$ cat config.mk
export PLATFORM = sky130hd
export DESIGN_NAME = repeating_decimal_cycle_finder
export DESIGN_NICKNAME = d
export VERILOG_FILES = /design/src/rtl/core/rdcf_pkg.sv /design/src/rtl/core/repeating_decimal_cycle_finder.sv /design/src/rtl/core/rdcf_div.sv /design/src/rtl/core/rdcf_table.sv
export SDC_FILE = /design/constraint.sdc
export NUM_CORES = 1
export LEC_CHECK = 0
export BUFFER_PORTS_ARGS = -buffer_cell sky130_fd_sc_hd__buf_2
export CAP_MARGIN = 20
export CORE_ASPECT_RATIO = 1.75
export CORE_MARGIN = 1
export CORE_UTILIZATION = 55
export CTS_BUF_LIST = sky130_fd_sc_hd__clkbuf_4 sky130_fd_sc_hd__clkbuf_8 sky130_fd_sc_hd__clkbuf_16
export CTS_CLUSTER_DIAMETER = 80
export CTS_CLUSTER_SIZE = 20
export DETAILED_ROUTE_END_ITERATION = 7
export PLACE_DENSITY = 0.77
export SLEW_MARGIN = 20
export SYNTH_ARGS = -nofsm -noshare
export SYNTH_HDL_FRONTEND = slang
export SYNTH_SLANG_ARGS = --single-unit
$ cat constraint.sdc
create_clock -name i_clk -period 6.99 [get_ports i_clk]
set_input_delay 0.699 -clock i_clk [delete_from_list [all_inputs] [get_ports i_clk]]
set_output_delay 0.699 -clock i_clk [all_outputs]
set_load 0.1 [all_outputs]
$ cat src/rtl/core/rdcf_pkg.sv
`timescale 1ns / 1ps
// ----------------------------------------------------------------------------
// rdcf_pkg
// Shared constants and types of the repeating decimal cycle finder.
// ----------------------------------------------------------------------------
package rdcf_pkg;

    localparam int MAX_DENOMINATOR = 64;
    localparam int BASE            = 10;

    localparam int NUM_W = 6;
    localparam int DEN_W = 7;
    localparam int DIG_W = 4;
    localparam int LEN_W = 6;

    localparam int REM_W = $clog2(MAX_DENOMINATOR);
    localparam int POS_W = REM_W + 1;
    localparam int XW    = REM_W + 4;
    localparam int CW    = DEN_W + 4;
    localparam int QW    = 2;

    typedef struct packed {
        logic             clear;
        logic [REM_W-1:0] rem_addr;
        logic             pos_we;
        logic [POS_W-1:0] pos_wdata;
        logic             dig_we;
        logic [REM_W-1:0] dig_waddr;
        logic [DIG_W-1:0] dig_wdata;
        logic [REM_W-1:0] dig_raddr;
    } t_tbl_req;

endpackage

$ cat src/rtl/core/repeating_decimal_cycle_finder.sv
`timescale 1ns / 1ps
// ----------------------------------------------------------------------------
// repeating_decimal_cycle_finder
// Long division of a proper fraction in base 10, finds the repeating cycle
// and emits its digits, one result word per cycle.
// ----------------------------------------------------------------------------
// A word is taken when start is high and busy is low. Out-of-range operands
// give one error word in the next cycle and busy stays low. Otherwise each
// division digit takes a seen-table lookup, then two radix-4 steps of the
// digit unit. A fraction that repeats after P digits with cycle length L
// holds busy until it has emitted its L words on consecutive cycles; a
// terminating fraction with P digits gives one word. The seen flags are
// cleared when a word is taken, so there is no clearing pass. Result words
// are strobed for one cycle and cannot be held off.
// ----------------------------------------------------------------------------
module repeating_decimal_cycle_finder (
    input  logic                          i_clk,
    input  logic                          i_rst_n,
    input  logic                          start,
    output logic                          busy,
    input  logic [rdcf_pkg::NUM_W-1:0]    i_numerator,
    input  logic [rdcf_pkg::DEN_W-1:0]    i_denominator,
    output logic                          o_strobe,
    output logic [rdcf_pkg::DIG_W-1:0]    o_digit,
    output logic [rdcf_pkg::LEN_W-1:0]    o_cycle_length,
    output logic [rdcf_pkg::LEN_W-1:0]    o_cycle_start,
    output logic                          o_digit_valid,
    output logic                          o_is_last,
    output logic                          o_error
);

    typedef enum logic [2:0] {
        S_IDLE,
        S_LOOK,
        S_DIV,
        S_HIT,
        S_EMIT
    } t_state;

    t_state                        r_state, n_state;
    logic [rdcf_pkg::REM_W-1:0]    r_rem, n_rem;
    logic [rdcf_pkg::DEN_W-1:0]    r_den, n_den;
    logic [rdcf_pkg::POS_W-1:0]    r_pos, n_pos;
    logic [rdcf_pkg::POS_W-1:0]    r_start, n_start;
    logic [rdcf_pkg::POS_W-1:0]    r_len, n_len;
    logic [rdcf_pkg::POS_W-1:0]    r_idx, n_idx;
    logic                          r_strobe, n_strobe;
    logic [rdcf_pkg::DIG_W-1:0]    r_digit, n_digit;
    logic [rdcf_pkg::LEN_W-1:0]    r_olen, n_olen;
    logic [rdcf_pkg::LEN_W-1:0]    r_ostart, n_ostart;
    logic                          r_dvalid, n_dvalid;
    logic                          r_last, n_last;
    logic                          r_error, n_error;

    rdcf_pkg::t_tbl_req            req;
    logic                          seen;
    logic [rdcf_pkg::POS_W-1:0]    pos_rdata;
    logic [rdcf_pkg::DIG_W-1:0]    dig_rdata;
    logic                          div_start;
    logic                          div_done;
    logic [rdcf_pkg::DIG_W-1:0]    div_digit;
    logic [rdcf_pkg::REM_W-1:0]    div_rem;
    logic                          bad_op;
    logic [rdcf_pkg::POS_W-1:0]    hit_len;
    logic                          emit_last;

    rdcf_table u_table (
        .i_clk       (i_clk),
        .i_rst_n     (i_rst_n),
        .i_req       (req),
        .o_seen      (seen),
        .o_pos_rdata (pos_rdata),
        .o_dig_rdata (dig_rdata)
    );

    rdcf_div u_div (
        .i_clk   (i_clk),
        .i_rst_n (i_rst_n),
        .i_start (div_start),
        .i_rem   (r_rem),
        .i_den   (r_den),
        .o_done  (div_done),
        .o_digit (div_digit),
        .o_rem   (div_rem)
    );

    always_comb begin
        bad_op = (i_denominator == '0)
              || (i_denominator > rdcf_pkg::DEN_W'(rdcf_pkg::MAX_DENOMINATOR))
              || ({1'b0, i_numerator} >= i_denominator);
        hit_len   = r_pos - pos_rdata;
        emit_last = (r_idx + rdcf_pkg::POS_W'(1)) == r_len;

        n_state  = r_state;
        n_rem    = r_rem;
        n_den    = r_den;
        n_pos    = r_pos;
        n_start  = r_start;
        n_len    = r_len;
        n_idx    = r_idx;
        n_strobe = 1'b0;
        n_digit  = '0;
        n_olen   = '0;
        n_ostart = '0;
        n_dvalid = 1'b0;
        n_last   = 1'b0;
        n_error  = 1'b0;

        div_start     = 1'b0;
        req           = '0;
        req.rem_addr  = r_rem;
        req.pos_wdata = r_pos;
        req.dig_waddr = r_pos[rdcf_pkg::REM_W-1:0];
        req.dig_wdata = div_digit;
        req.dig_raddr = rdcf_pkg::REM_W'(r_start + r_idx + rdcf_pkg::POS_W'(1));

        case (r_state)
            S_IDLE: begin
                if (start) begin
                    if (bad_op) begin
                        n_strobe = 1'b1;
                        n_last   = 1'b1;
                        n_error  = 1'b1;
                    end else begin
                        req.clear = 1'b1;
                        n_rem     = rdcf_pkg::REM_W'(i_numerator);
                        n_den     = i_denominator;
                        n_pos     = '0;
                        n_state   = S_LOOK;
                    end
                end
            end
            S_LOOK: begin
                if (r_rem == '0
                    || r_pos >= rdcf_pkg::POS_W'(rdcf_pkg::MAX_DENOMINATOR)) begin
                    n_strobe = 1'b1;
                    n_last   = 1'b1;
                    n_state  = S_IDLE;
                end else if (seen) begin
                    n_state = S_HIT;
                end else begin
                    req.pos_we = 1'b1;
                    div_start  = 1'b1;
                    n_state    = S_DIV;
                end
            end
            S_DIV: begin
                if (div_done) begin
                    req.dig_we = 1'b1;
                    n_rem      = div_rem;
                    n_pos      = r_pos + rdcf_pkg::POS_W'(1);
                    n_state    = S_LOOK;
                end
            end
            S_HIT: begin
                if (hit_len == '0) begin
                    n_strobe = 1'b1;
                    n_last   = 1'b1;
                    n_state  = S_IDLE;
                end else begin
                    n_start       = pos_rdata;
                    n_len         = hit_len;
                    n_idx         = '0;
                    req.dig_raddr = pos_rdata[rdcf_pkg::REM_W-1:0];
                    n_state       = S_EMIT;
                end
            end
            S_EMIT: begin
                n_strobe = 1'b1;
                n_digit  = dig_rdata;
                n_olen   = r_len[rdcf_pkg::LEN_W-1:0];
                n_ostart = r_start[rdcf_pkg::LEN_W-1:0];
                n_dvalid = 1'b1;
                n_last   = emit_last;
                n_idx    = r_idx + rdcf_pkg::POS_W'(1);
                if (emit_last) begin
                    n_state = S_IDLE;
                end
            end
            default: begin
                n_state = S_IDLE;
            end
        endcase
    end

    always_ff @(posedge i_clk) begin
        if (!i_rst_n) begin
            r_state  <= S_IDLE;
            r_strobe <= 1'b0;
            r_rem    <= '0;
            r_pos    <= '0;
        end else begin
            r_state  <= n_state;
            r_strobe <= n_strobe;
            r_rem    <= n_rem;
            r_pos    <= n_pos;
        end
        r_den    <= n_den;
        r_start  <= n_start;
        r_len    <= n_len;
        r_idx    <= n_idx;
        r_digit  <= n_digit;
        r_olen   <= n_olen;
        r_ostart <= n_ostart;
        r_dvalid <= n_dvalid;
        r_last   <= n_last;
        r_error  <= n_error;
    end

    assign busy           = r_state != S_IDLE;
    assign o_strobe       = r_strobe;
    assign o_digit        = r_digit;
    assign o_cycle_length = r_olen;
    assign o_cycle_start  = r_ostart;
    assign o_digit_valid  = r_dvalid;
    assign o_is_last      = r_last;
    assign o_error        = r_error;

`ifndef SYNTHESIS
    a_div_owner: assert property (@(posedge i_clk) disable iff (!i_rst_n)
        div_done |-> r_state == S_DIV)
        else $error("digit unit finished outside division state");

    a_cycle_word: assert property (@(posedge i_clk) disable iff (!i_rst_n)
        o_strobe && o_digit_valid |-> o_cycle_length != '0 && o_digit <= 4'd9
                                      && !o_error)
        else $error("bad cycle digit word");

    a_error_word: assert property (@(posedge i_clk) disable iff (!i_rst_n)
        o_strobe && o_error |-> o_is_last && !o_digit_valid)
        else $error("bad error word");
`endif

endmodule

$ cat src/rtl/core/rdcf_div.sv
`timescale 1ns / 1ps
// ----------------------------------------------------------------------------
// rdcf_div
// Decimal digit unit: (rem*10)/den and (rem*10)%den in two radix-4 steps.
// ----------------------------------------------------------------------------
module rdcf_div (
    input  logic                          i_clk,
    input  logic                          i_rst_n,
    input  logic                          i_start,
    input  logic [rdcf_pkg::REM_W-1:0]    i_rem,
    input  logic [rdcf_pkg::DEN_W-1:0]    i_den,
    output logic                          o_done,
    output logic [rdcf_pkg::DIG_W-1:0]    o_digit,
    output logic [rdcf_pkg::REM_W-1:0]    o_rem
);

    logic                          r_act;
    logic                          r_hi;
    logic [rdcf_pkg::CW-1:0]       r_part;
    logic [rdcf_pkg::DEN_W-1:0]    r_den;
    logic [rdcf_pkg::QW-1:0]       r_qhi;

    logic [rdcf_pkg::CW-1:0]       d1;
    logic [rdcf_pkg::CW-1:0]       d2;
    logic [rdcf_pkg::CW-1:0]       d3;
    logic [rdcf_pkg::CW-1:0]       sub;
    logic [rdcf_pkg::QW-1:0]       q;
    logic [rdcf_pkg::CW-1:0]       n_part;
    logic [rdcf_pkg::XW-1:0]       x;

    always_comb begin
        x  = rdcf_pkg::XW'(i_rem) * rdcf_pkg::XW'(rdcf_pkg::BASE);
        d1 = rdcf_pkg::CW'(r_den);
        d2 = d1 << 1;
        d3 = d1 + d2;
        if (r_hi) begin
            d1 = d1 << 2;
            d2 = d2 << 2;
            d3 = d3 << 2;
        end
        if (r_part >= d3) begin
            q   = 2'd3;
            sub = d3;
        end else if (r_part >= d2) begin
            q   = 2'd2;
            sub = d2;
        end else if (r_part >= d1) begin
            q   = 2'd1;
            sub = d1;
        end else begin
            q   = 2'd0;
            sub = '0;
        end
        n_part = r_part - sub;
    end

    always_ff @(posedge i_clk) begin
        if (!i_rst_n) begin
            r_act <= 1'b0;
            r_hi  <= 1'b0;
        end else if (i_start) begin
            r_act <= 1'b1;
            r_hi  <= 1'b1;
        end else if (r_act && r_hi) begin
            r_hi  <= 1'b0;
        end else if (r_act) begin
            r_act <= 1'b0;
        end
    end

    always_ff @(posedge i_clk) begin
        if (i_start) begin
            r_part <= rdcf_pkg::CW'(x);
            r_den  <= i_den;
        end else if (r_act && r_hi) begin
            r_part <= n_part;
            r_qhi  <= q;
        end
    end

    assign o_done  = r_act && !r_hi;
    assign o_digit = {r_qhi, q};
    assign o_rem   = n_part[rdcf_pkg::REM_W-1:0];

endmodule

$ cat src/rtl/core/rdcf_table.sv
`timescale 1ns / 1ps
// ----------------------------------------------------------------------------
// rdcf_table
// Seen-remainder table (valid flags plus first position memory) and digit
// memory. Position and digit reads are registered; seen is combinational.
// ----------------------------------------------------------------------------
module rdcf_table (
    input  logic                          i_clk,
    input  logic                          i_rst_n,
    input  rdcf_pkg::t_tbl_req            i_req,
    output logic                          o_seen,
    output logic [rdcf_pkg::POS_W-1:0]    o_pos_rdata,
    output logic [rdcf_pkg::DIG_W-1:0]    o_dig_rdata
);

    logic [rdcf_pkg::MAX_DENOMINATOR-1:0] r_valid;
    logic [rdcf_pkg::POS_W-1:0]           pos_mem [rdcf_pkg::MAX_DENOMINATOR];
    logic [rdcf_pkg::DIG_W-1:0]           dig_mem [rdcf_pkg::MAX_DENOMINATOR];
    logic [rdcf_pkg::POS_W-1:0]           r_pos_rd;
    logic [rdcf_pkg::DIG_W-1:0]           r_dig_rd;

    always_ff @(posedge i_clk) begin
        if (!i_rst_n || i_req.clear) begin
            r_valid <= '0;
        end else if (i_req.pos_we) begin
            r_valid[i_req.rem_addr] <= 1'b1;
        end
    end

    always_ff @(posedge i_clk) begin
        if (i_req.pos_we) begin
            pos_mem[i_req.rem_addr] <= i_req.pos_wdata;
        end
        r_pos_rd <= pos_mem[i_req.rem_addr];
    end

    always_ff @(posedge i_clk) begin
        if (i_req.dig_we) begin
            dig_mem[i_req.dig_waddr] <= i_req.dig_wdata;
        end
        r_dig_rd <= dig_mem[i_req.dig_raddr];
    end

    assign o_seen      = r_valid[i_req.rem_addr];
    assign o_pos_rdata = r_pos_rd;
    assign o_dig_rdata = r_dig_rd;

`ifndef SYNTHESIS
    a_no_rewrite: assert property (@(posedge i_clk) disable iff (!i_rst_n)
        i_req.pos_we |-> !r_valid[i_req.rem_addr])
        else $error("remainder entry written twice");

    a_clear: assert property (@(posedge i_clk) disable iff (!i_rst_n)
        i_req.clear |=> $countones(r_valid) == 0)
        else $error("seen flags not cleared");
`endif

endmodule
; ---- Word-level counts from Yosys, hierarchy flattened
; Memories as Yosys holds them, arrays and structs flattened. A register that Yosys moved wholly into a read port is not among the register bits.
; Cells that the tools add are included.
[op_classes]
eq_ne = 11
n_reduce_logical = 23
bitwise_logic = 4
order_cmp = 8
n_addsub = 7
mul = 1
muxes = 58
[ops]
columns = operator, count
row1 = 64-bit OR, 1
row2 = 11-bit 2-to-1 mux, 4
row3 = 10-bit 2-to-1 mux, 3
row4 = 6-bit 2-to-1 mux, 5
row5 = 7-bit 2-to-1 mux, 4
row6 = 7-bit one-hot mux with 2 select lines, 2
row7 = 1-bit 2-to-1 mux, 25
row8 = 3-bit 2-to-1 mux, 5
row9 = 3-bit one-hot mux with 5 select lines, 1
row10 = "7-bit by 1-bit adder with 7-bit output, second input constant", 2
row11 = 7-bit logical NOT, 2
row12 = "2-bit != test, second input constant", 6
row13 = 6-bit one-hot mux with 2 select lines, 1
row14 = 11-bit by 10-bit greater-or-equal comparator with 1-bit output, 1
row15 = 11-bit greater-or-equal comparator, 1
row16 = 11-bit by 9-bit greater-or-equal comparator with 1-bit output, 1
row17 = 11-bit subtractor, 1
row18 = 7-bit by 8-bit adder with 9-bit output, 1
row19 = "6-bit by 3-bit multiplier with 9-bit output, second input constant", 1
row20 = 9-bit 2-to-1 mux, 1
row21 = 1-bit one-hot mux with 4 select lines, 2
row22 = 4-bit AND reduction, 2
row23 = 7-bit equality test, 1
row24 = 6-bit by 7-bit greater-or-equal comparator with 1-bit output, 1
row25 = other kinds (23), 38
[totals]
ramBits = 704
memories = 2
reg_bits = 149
inputBits = 16
[mem_list]
columns = name, depth, width, rd, rd_clocked_by_memory_dff, wr, line_no
row1 = u_table.pos_mem, 64, 7, 1, 1, 1, rdcf_table.sv:17  ; logic [rdcf_pkg::POS_W-1:0] pos_mem [rdcf_pkg::MAX_DENOMINATOR];
row2 = u_table.dig_mem, 64, 4, 1, 1, 1, rdcf_table.sv:18  ; logic [rdcf_pkg::DIG_W-1:0] dig_mem [rdcf_pkg::MAX_DENOMINATOR];

; ---- Logic depth before layout (Yosys ltp)
[logic_depth]
depth_word = 8
depth_mapped = 32
mapped_depth_nobuf = 31

; ---- Cells and area by module
; From an unflattened synthesis, not the netlist that was laid out.
[unflattened]
cells_unflattened = 2295
area_unflattened_um2 = 36424.9
[modules_own_cells]
columns = module, seq_area_each_um2, n_inst, cells_per_inst, area_per_inst_um2
row1 = rdcf_table, 22641.7, 1, 1655, 30312.8
row2 = repeating_decimal_cycle_finder, 1531.5, 1, 318, 3280.6
row3 = rdcf_div, 620.6, 1, 322, 2831.5

; ---- Least setup slack after synthesis
; OpenSTA, ideal clock, no wires.
[synth_timing]
path_type = register to register
start = register u_div.r_den[1] in the netlist's numbering
end = register u_div.r_part[9] in the netlist's numbering (data pin)
slack_ns = 1.710
path_stages_with_launch = 33
arrival_time_ns = 5.017
setup_ns = 0.263
path_buffers = 1
required_time_ns = 6.727
cell_sequence = edfxtp_1 > ha_1 > inv_1 > fa_1 > inv_1 > a21oi_1 > o21bai_1 > a21oi_1 > nor2_1 > nor2_1 > xnor2_1 > mux2i_1 > ha_1 > o21a_1 > o21ai_0 > a211oi_1 > o21a_1 > nor2_1 > clkbuf_1 > nor2_1 > a21oi_1 > ha_1 > nor2b_1 > o21ai_0 > nand2b_1 > a21o_1 > a21o_1 > a21o_1 > a21o_1 > a21o_1 > a21oi_1 > xor2_1 > o22ai_1
[synth_between]
elab_chain_len = 8
[synth_lines]
columns = element, line_no
row1 = "start, declared", rdcf_div.sv:20  ; logic [rdcf_pkg::DEN_W-1:0] r_den;
row2 = "start signal, assigned", rdcf_div.sv:74  ; r_den <= i_den;
row3 = "parallel branches: the longest is 4 deep, another holds 11-bit greater-or-equal comparator", n/a
row4 = 11-bit 2-to-1 mux *, rdcf_div.sv:41  ; if (r_part >= d3) begin
row5 = 11-bit subtractor *, rdcf_div.sv:54  ; n_part = r_part - sub;
row6 = 10-bit 2-to-1 mux *, rdcf_div.sv:75  ; end else if (r_act && r_hi) begin
row7 = 10-bit 2-to-1 mux *, rdcf_div.sv:72  ; if (i_start) begin
row8 = "end signal, assigned", rdcf_div.sv:73  ; r_part <= rdcf_pkg::CW'(x);
row9 = "end signal, assigned", rdcf_div.sv:76  ; r_part <= n_part;
row10 = "end, declared", rdcf_div.sv:19  ; logic [rdcf_pkg::CW-1:0] r_part;
; Mark *: on every way between the ends. The select of a mux whose other input is x is not followed.
; A chain may end at the register's enable or synchronous reset.

; ---- Worst setup path after layout
[layout_timing]
start = register u_div.r_hi
end = register u_div.r_part[9] in the netlist's numbering (data pin)
[layout_between]
elab_chain_len = 8
[layout_lines]
columns = element, line_no
row1 = "start, declared", rdcf_div.sv:18  ; logic r_hi;
row2 = "start signal, assigned", rdcf_div.sv:60  ; r_hi <= 1'b0;
row3 = "start signal, assigned", rdcf_div.sv:63  ; r_hi <= 1'b1;
row4 = "start signal, assigned", rdcf_div.sv:65  ; r_hi <= 1'b0;
row5 = 9-bit 2-to-1 mux, rdcf_div.sv:36  ; if (r_hi) begin
row6 = 11-bit by 9-bit greater-or-equal comparator with 1-bit output, rdcf_div.sv:47  ; end else if (r_part >= d1) begin
row7 = 11-bit 2-to-1 mux, rdcf_div.sv:47
row8 = 11-bit 2-to-1 mux, rdcf_div.sv:44  ; end else if (r_part >= d2) begin
row9 = 11-bit 2-to-1 mux *, rdcf_div.sv:41
row10 = 11-bit subtractor *, rdcf_div.sv:54
row11 = 10-bit 2-to-1 mux *, rdcf_div.sv:75
row12 = 10-bit 2-to-1 mux *, rdcf_div.sv:72
; Every way passes the cells marked *; elsewhere a longest branch is shown, timed or not. The select of a mux whose other input is x is not followed.

==> out/summary.md <==
At the worst endpoint, the required time is 7.32 ns. After synthesis the cells add up to 34700 um2. Setup repair after global routing left no endpoint under its margin. Routability-driven placement finished with a final weighted congestion of 0.921. Buffers placed on the I/O ports in this run total 36.

The first routing iteration left 2950 violations. For this design the top-level I/O count stands at 37. Maximum frequency from static timing analysis: 168 MHz. The number of setup buffers added after CTS is 0. A synthesized cell averages 14.2 um2.

For this run the aggregate overflow at the end of global routing stands at 0. The count of flip-flops with a built-in enable after synthesis was 749; the floorplan core area was 62400 um2. The first global-routing pass estimated 128 mm of wire. The logs give 0 for the DRC violations left and 0 for the final hold violation count. The starting density of the core came out at 0.557.

The top cell type's share of synthesized area was 0.647; the antenna diode count was 0. TritonCTS built the clock tree. The tools report the standard-cell row count as 121. From left edge to right edge, the die measures 192 um.

The logs give 2442 for the number of standard cells after synthesis and 0 for the number of nets with antenna violations after detailed routing. The run gives 0.282 as the relative max-transition margin. In this run the vertical extent of the chip is 334 um. The transition at the pin with the smallest max-transition slack is 1.07 ns. The most common cell after layout, fill and taps aside is edfxtp_1. Relative area change from synthesis to final layout: 7.71%. The die covers 64200 um2.

The part of the Yosys area used for sequential elements was 0.714. After layout, the design draws a total of 9.81 mW. After synthesis, the cell types taking the most area are edfxtp_1 (65%), dfxtp_1 (6.6%), a22oi_1 (3.8%). The clock reaches the later pin of the worst-skew pair after 0.62 ns. The critical setup path kind is flip-flop to flip-flop.

For this block, the routed nets add up to 86.6 mm of wire. The total negative setup slack is 0 ns, and the CTS buffer count is 49. The placed wire-length estimate after detailed placement was 54.9 mm; the largest net degree at the start of global routing was 75.

The tools report the max-slew violation total from the final report as 0. During synthesis, Yosys emitted a total of 0 warnings. The final critical-path share of the clock period was 0.852; the buffer levels on the longest clock path was 3.

At the end of the flow, the number of nets in the layout was 2544. The initial antenna violation count was 2; the peak fanout along the critical path was 19. After clock tree synthesis, the clock-pin slew on the worst setup and hold paths is 0.09 ns. The flow ran to the end, and the final reports show no timing, DRC or antenna violations.

Across all setup checks in the final design, the least slack found is 1.04 ns. The synthesized netlist contains 66 unique library cells. The tools report the via count of the first global-routing pass as 21500.

The global-route total usage across every layer was 0.269; the share of cells above drive strength 1 was 0.0852. The logs give 0.000266 V for the worst-case vdd ir drop and 0 for the final number of setup-violating endpoints. The share of async-settable or async-resettable flops after synthesis is 0. The first detailed-routing pass ran for 6 iterations. After clock tree synthesis, the flow added hold-fix buffers numbering 0. The biggest area contributor in the post-synthesis netlist is edfxtp_1. The H-tree was split into 2 levels. The worst setup path is launched from a flip-flop. The tools report the final core utilization as 0.600.

In the final routed layout, each cell accounts on average for 26.3 um. The routed layout has 21800 vias. Summed over all cells, the static leakage comes to 12.6 nW. The number of vias per cell after detailed routing came out at 6.62. The most used flip-flop cell after synthesis is edfxtp_1.

The class of the most critical hold timing path was input pin to flip-flop. Data arrives at the worst endpoint at 6.28 ns. Gates resized during post-CTS repair numbered 0. Counting I/O delays and the setup requirement, the final critical path takes 5.95 ns. The top cell types in the final layout, fill and taps aside, are edfxtp_1 (749), nand2_1 (195), nor2_1 (175). The worst setup path is captured at a flip-flop. The total power divided by cell area was 262 nW/um2; the flop and latch count out of synthesis was 864. CTS placed an instance of clkbuf_16 at the clock tree root.

Across the run, the number of max-cap violations was 0. The setup clock skew after layout was 0.0281 ns. CTS saw 864 sinks. The tools report the layout filler cell count as 4522. Worst slack after detailed placement: 1.14 ns.
synth_stat cells, drive strengths merged, types with 16 or more instances:
master,instances
a22o,43
nand2,197
buf,46
xnor2,23
a21oi,88
a221oi,44
nand4,32
a22oi,174
inv,57
ha,72
o21a,73
nor2,176
xor2,19
mux2i,52
a32oi,16
o21ai,24
and2,22
clkbuf,85
a31oi,60
a21o,27
dfxtp,115
edfxtp,749
nand3,75
final cells by class:
cell class / instances / area, um2 / share of cell area
Sequential cell: 864 / 24800 / 0.663
Inverter: 57 / 214 / 0.00572
Multi-Input combinational cell: 1396 / 9250 / 0.247
Timing Repair Buffer: 83 / 596 / 0.0159
Clock buffer: 86 / 1530 / 0.0408
Tap cell: 799 / 1000 / 0.0267
Clock inverter: 3 / 33.8 / 0.000903
metrics by stage:
stage / cells / hold WS, ns / cell area [um2]
final: 3288 / 0.319 / 37400
after floorplan: 2448 / 0.400 / 34800
after CTS: 3288 / 0.305 / 37400
after detailed placement: 3199 / 0.419 / 35900
after global placement: 3199 / 0.419 / 35900
after global routing: 3288 / 0.299 / 37400
logic make-up (layout without fill, tap and decap cells):
group / Yosys count / in the layout / synth area share
AOI/OAI and AO/OA: 627 / 627 / 0.131
muxes: 54 / 54 / 0.0164
xor gates and xnor gates: 42 / 42 / 0.0106
other: 1 / 7 / 0.000108
adders and majority gates: 77 / 77 / 0.0288
DFF: 864 / 864 / 0.714
buffers and inverters: 188 / 229 / 0.0226
and+or+nand+nor: 589 / 589 / 0.0771
metal layers:
| layer | routed length, um | vias up | GRT usage |
|---|---|---|---|
| met5 | 0 | - | 0 |
| met4 | 4340 | 0 | 0.133 |
| met3 | 6640 | 244 | 0.0298 |
| met2 | 44900 | 1267 | 0.472 |
| met1 | 30800 | 10800 | 0.326 |
| li1 | - | 9480 | - |
worst max-delay path, cell delays in order, from the launching register on:
cell and delay [ns]:
dfxtp_1 0.82, inv_2 0.24, nand2_1 0.19, inv_1 0.08, ha_1 0.28, nand2b_1 0.07
a21boi_0 0.09, o21a_1 0.21, o21a_1 0.18, o21a_1 0.16, o21a_1 0.16, o211ai_1 0.16
a31o_2 0.31, nand2_1 0.27, o22ai_1 0.29, a21oi_1 0.11, ha_1 0.30, nor2b_1 0.14
o21ai_0 0.14, nand2b_1 0.11, a21o_1 0.19, a21o_1 0.19, a21o_1 0.18, a21o_1 0.20
a21o_1 0.18, a21oi_1 0.17, xor2_1 0.16, o22ai_1 0.09
where the power goes:
part           internal (mW)  switching [mW]  leakage [nW]
Clock                   1.50            1.59         0.800
Combinational          0.341           0.683          4.02
Sequential              5.63          0.0603          7.80
sequential cells by signal, summed over array words and instances, names as in the netlist, 3 cells and up:
signal and count:
u_div.r_den 7, r_idx 7, r_pos 7, r_state 3
o_cycle_start 6, o_cycle_length 6, u_table.o_pos_rdata 7, r_len 7
u_table.r_valid 64, o_digit 4, r_rem 6, r_den 7
u_table.dig_mem 256, u_table.pos_mem 448, r_start 6, u_table.o_dig_rdata 4
u_div.r_part 11
worst paths after layout:
check | end | depth (start not counted) | slack [ns] | startpoint
max | u_div.r_part[9]$_DFFE_PP_ | 27 | 1.04 | u_div.r_hi$_SDFFE_PN0P_
min | r_den[4]$_DFFE_PP_ | 1 | 0.32 | i_denominator[4]
max reg2reg | u_div.r_part[9]$_DFFE_PP_ | 27 | 1.04 | u_div.r_hi$_SDFFE_PN0P_
min reg2reg | u_div.r_den[5]$_DFFE_PP_ | 0 | 0.44 | r_den[5]$_DFFE_PP_
No activity file was read; power rests on OpenSTA's default activity.
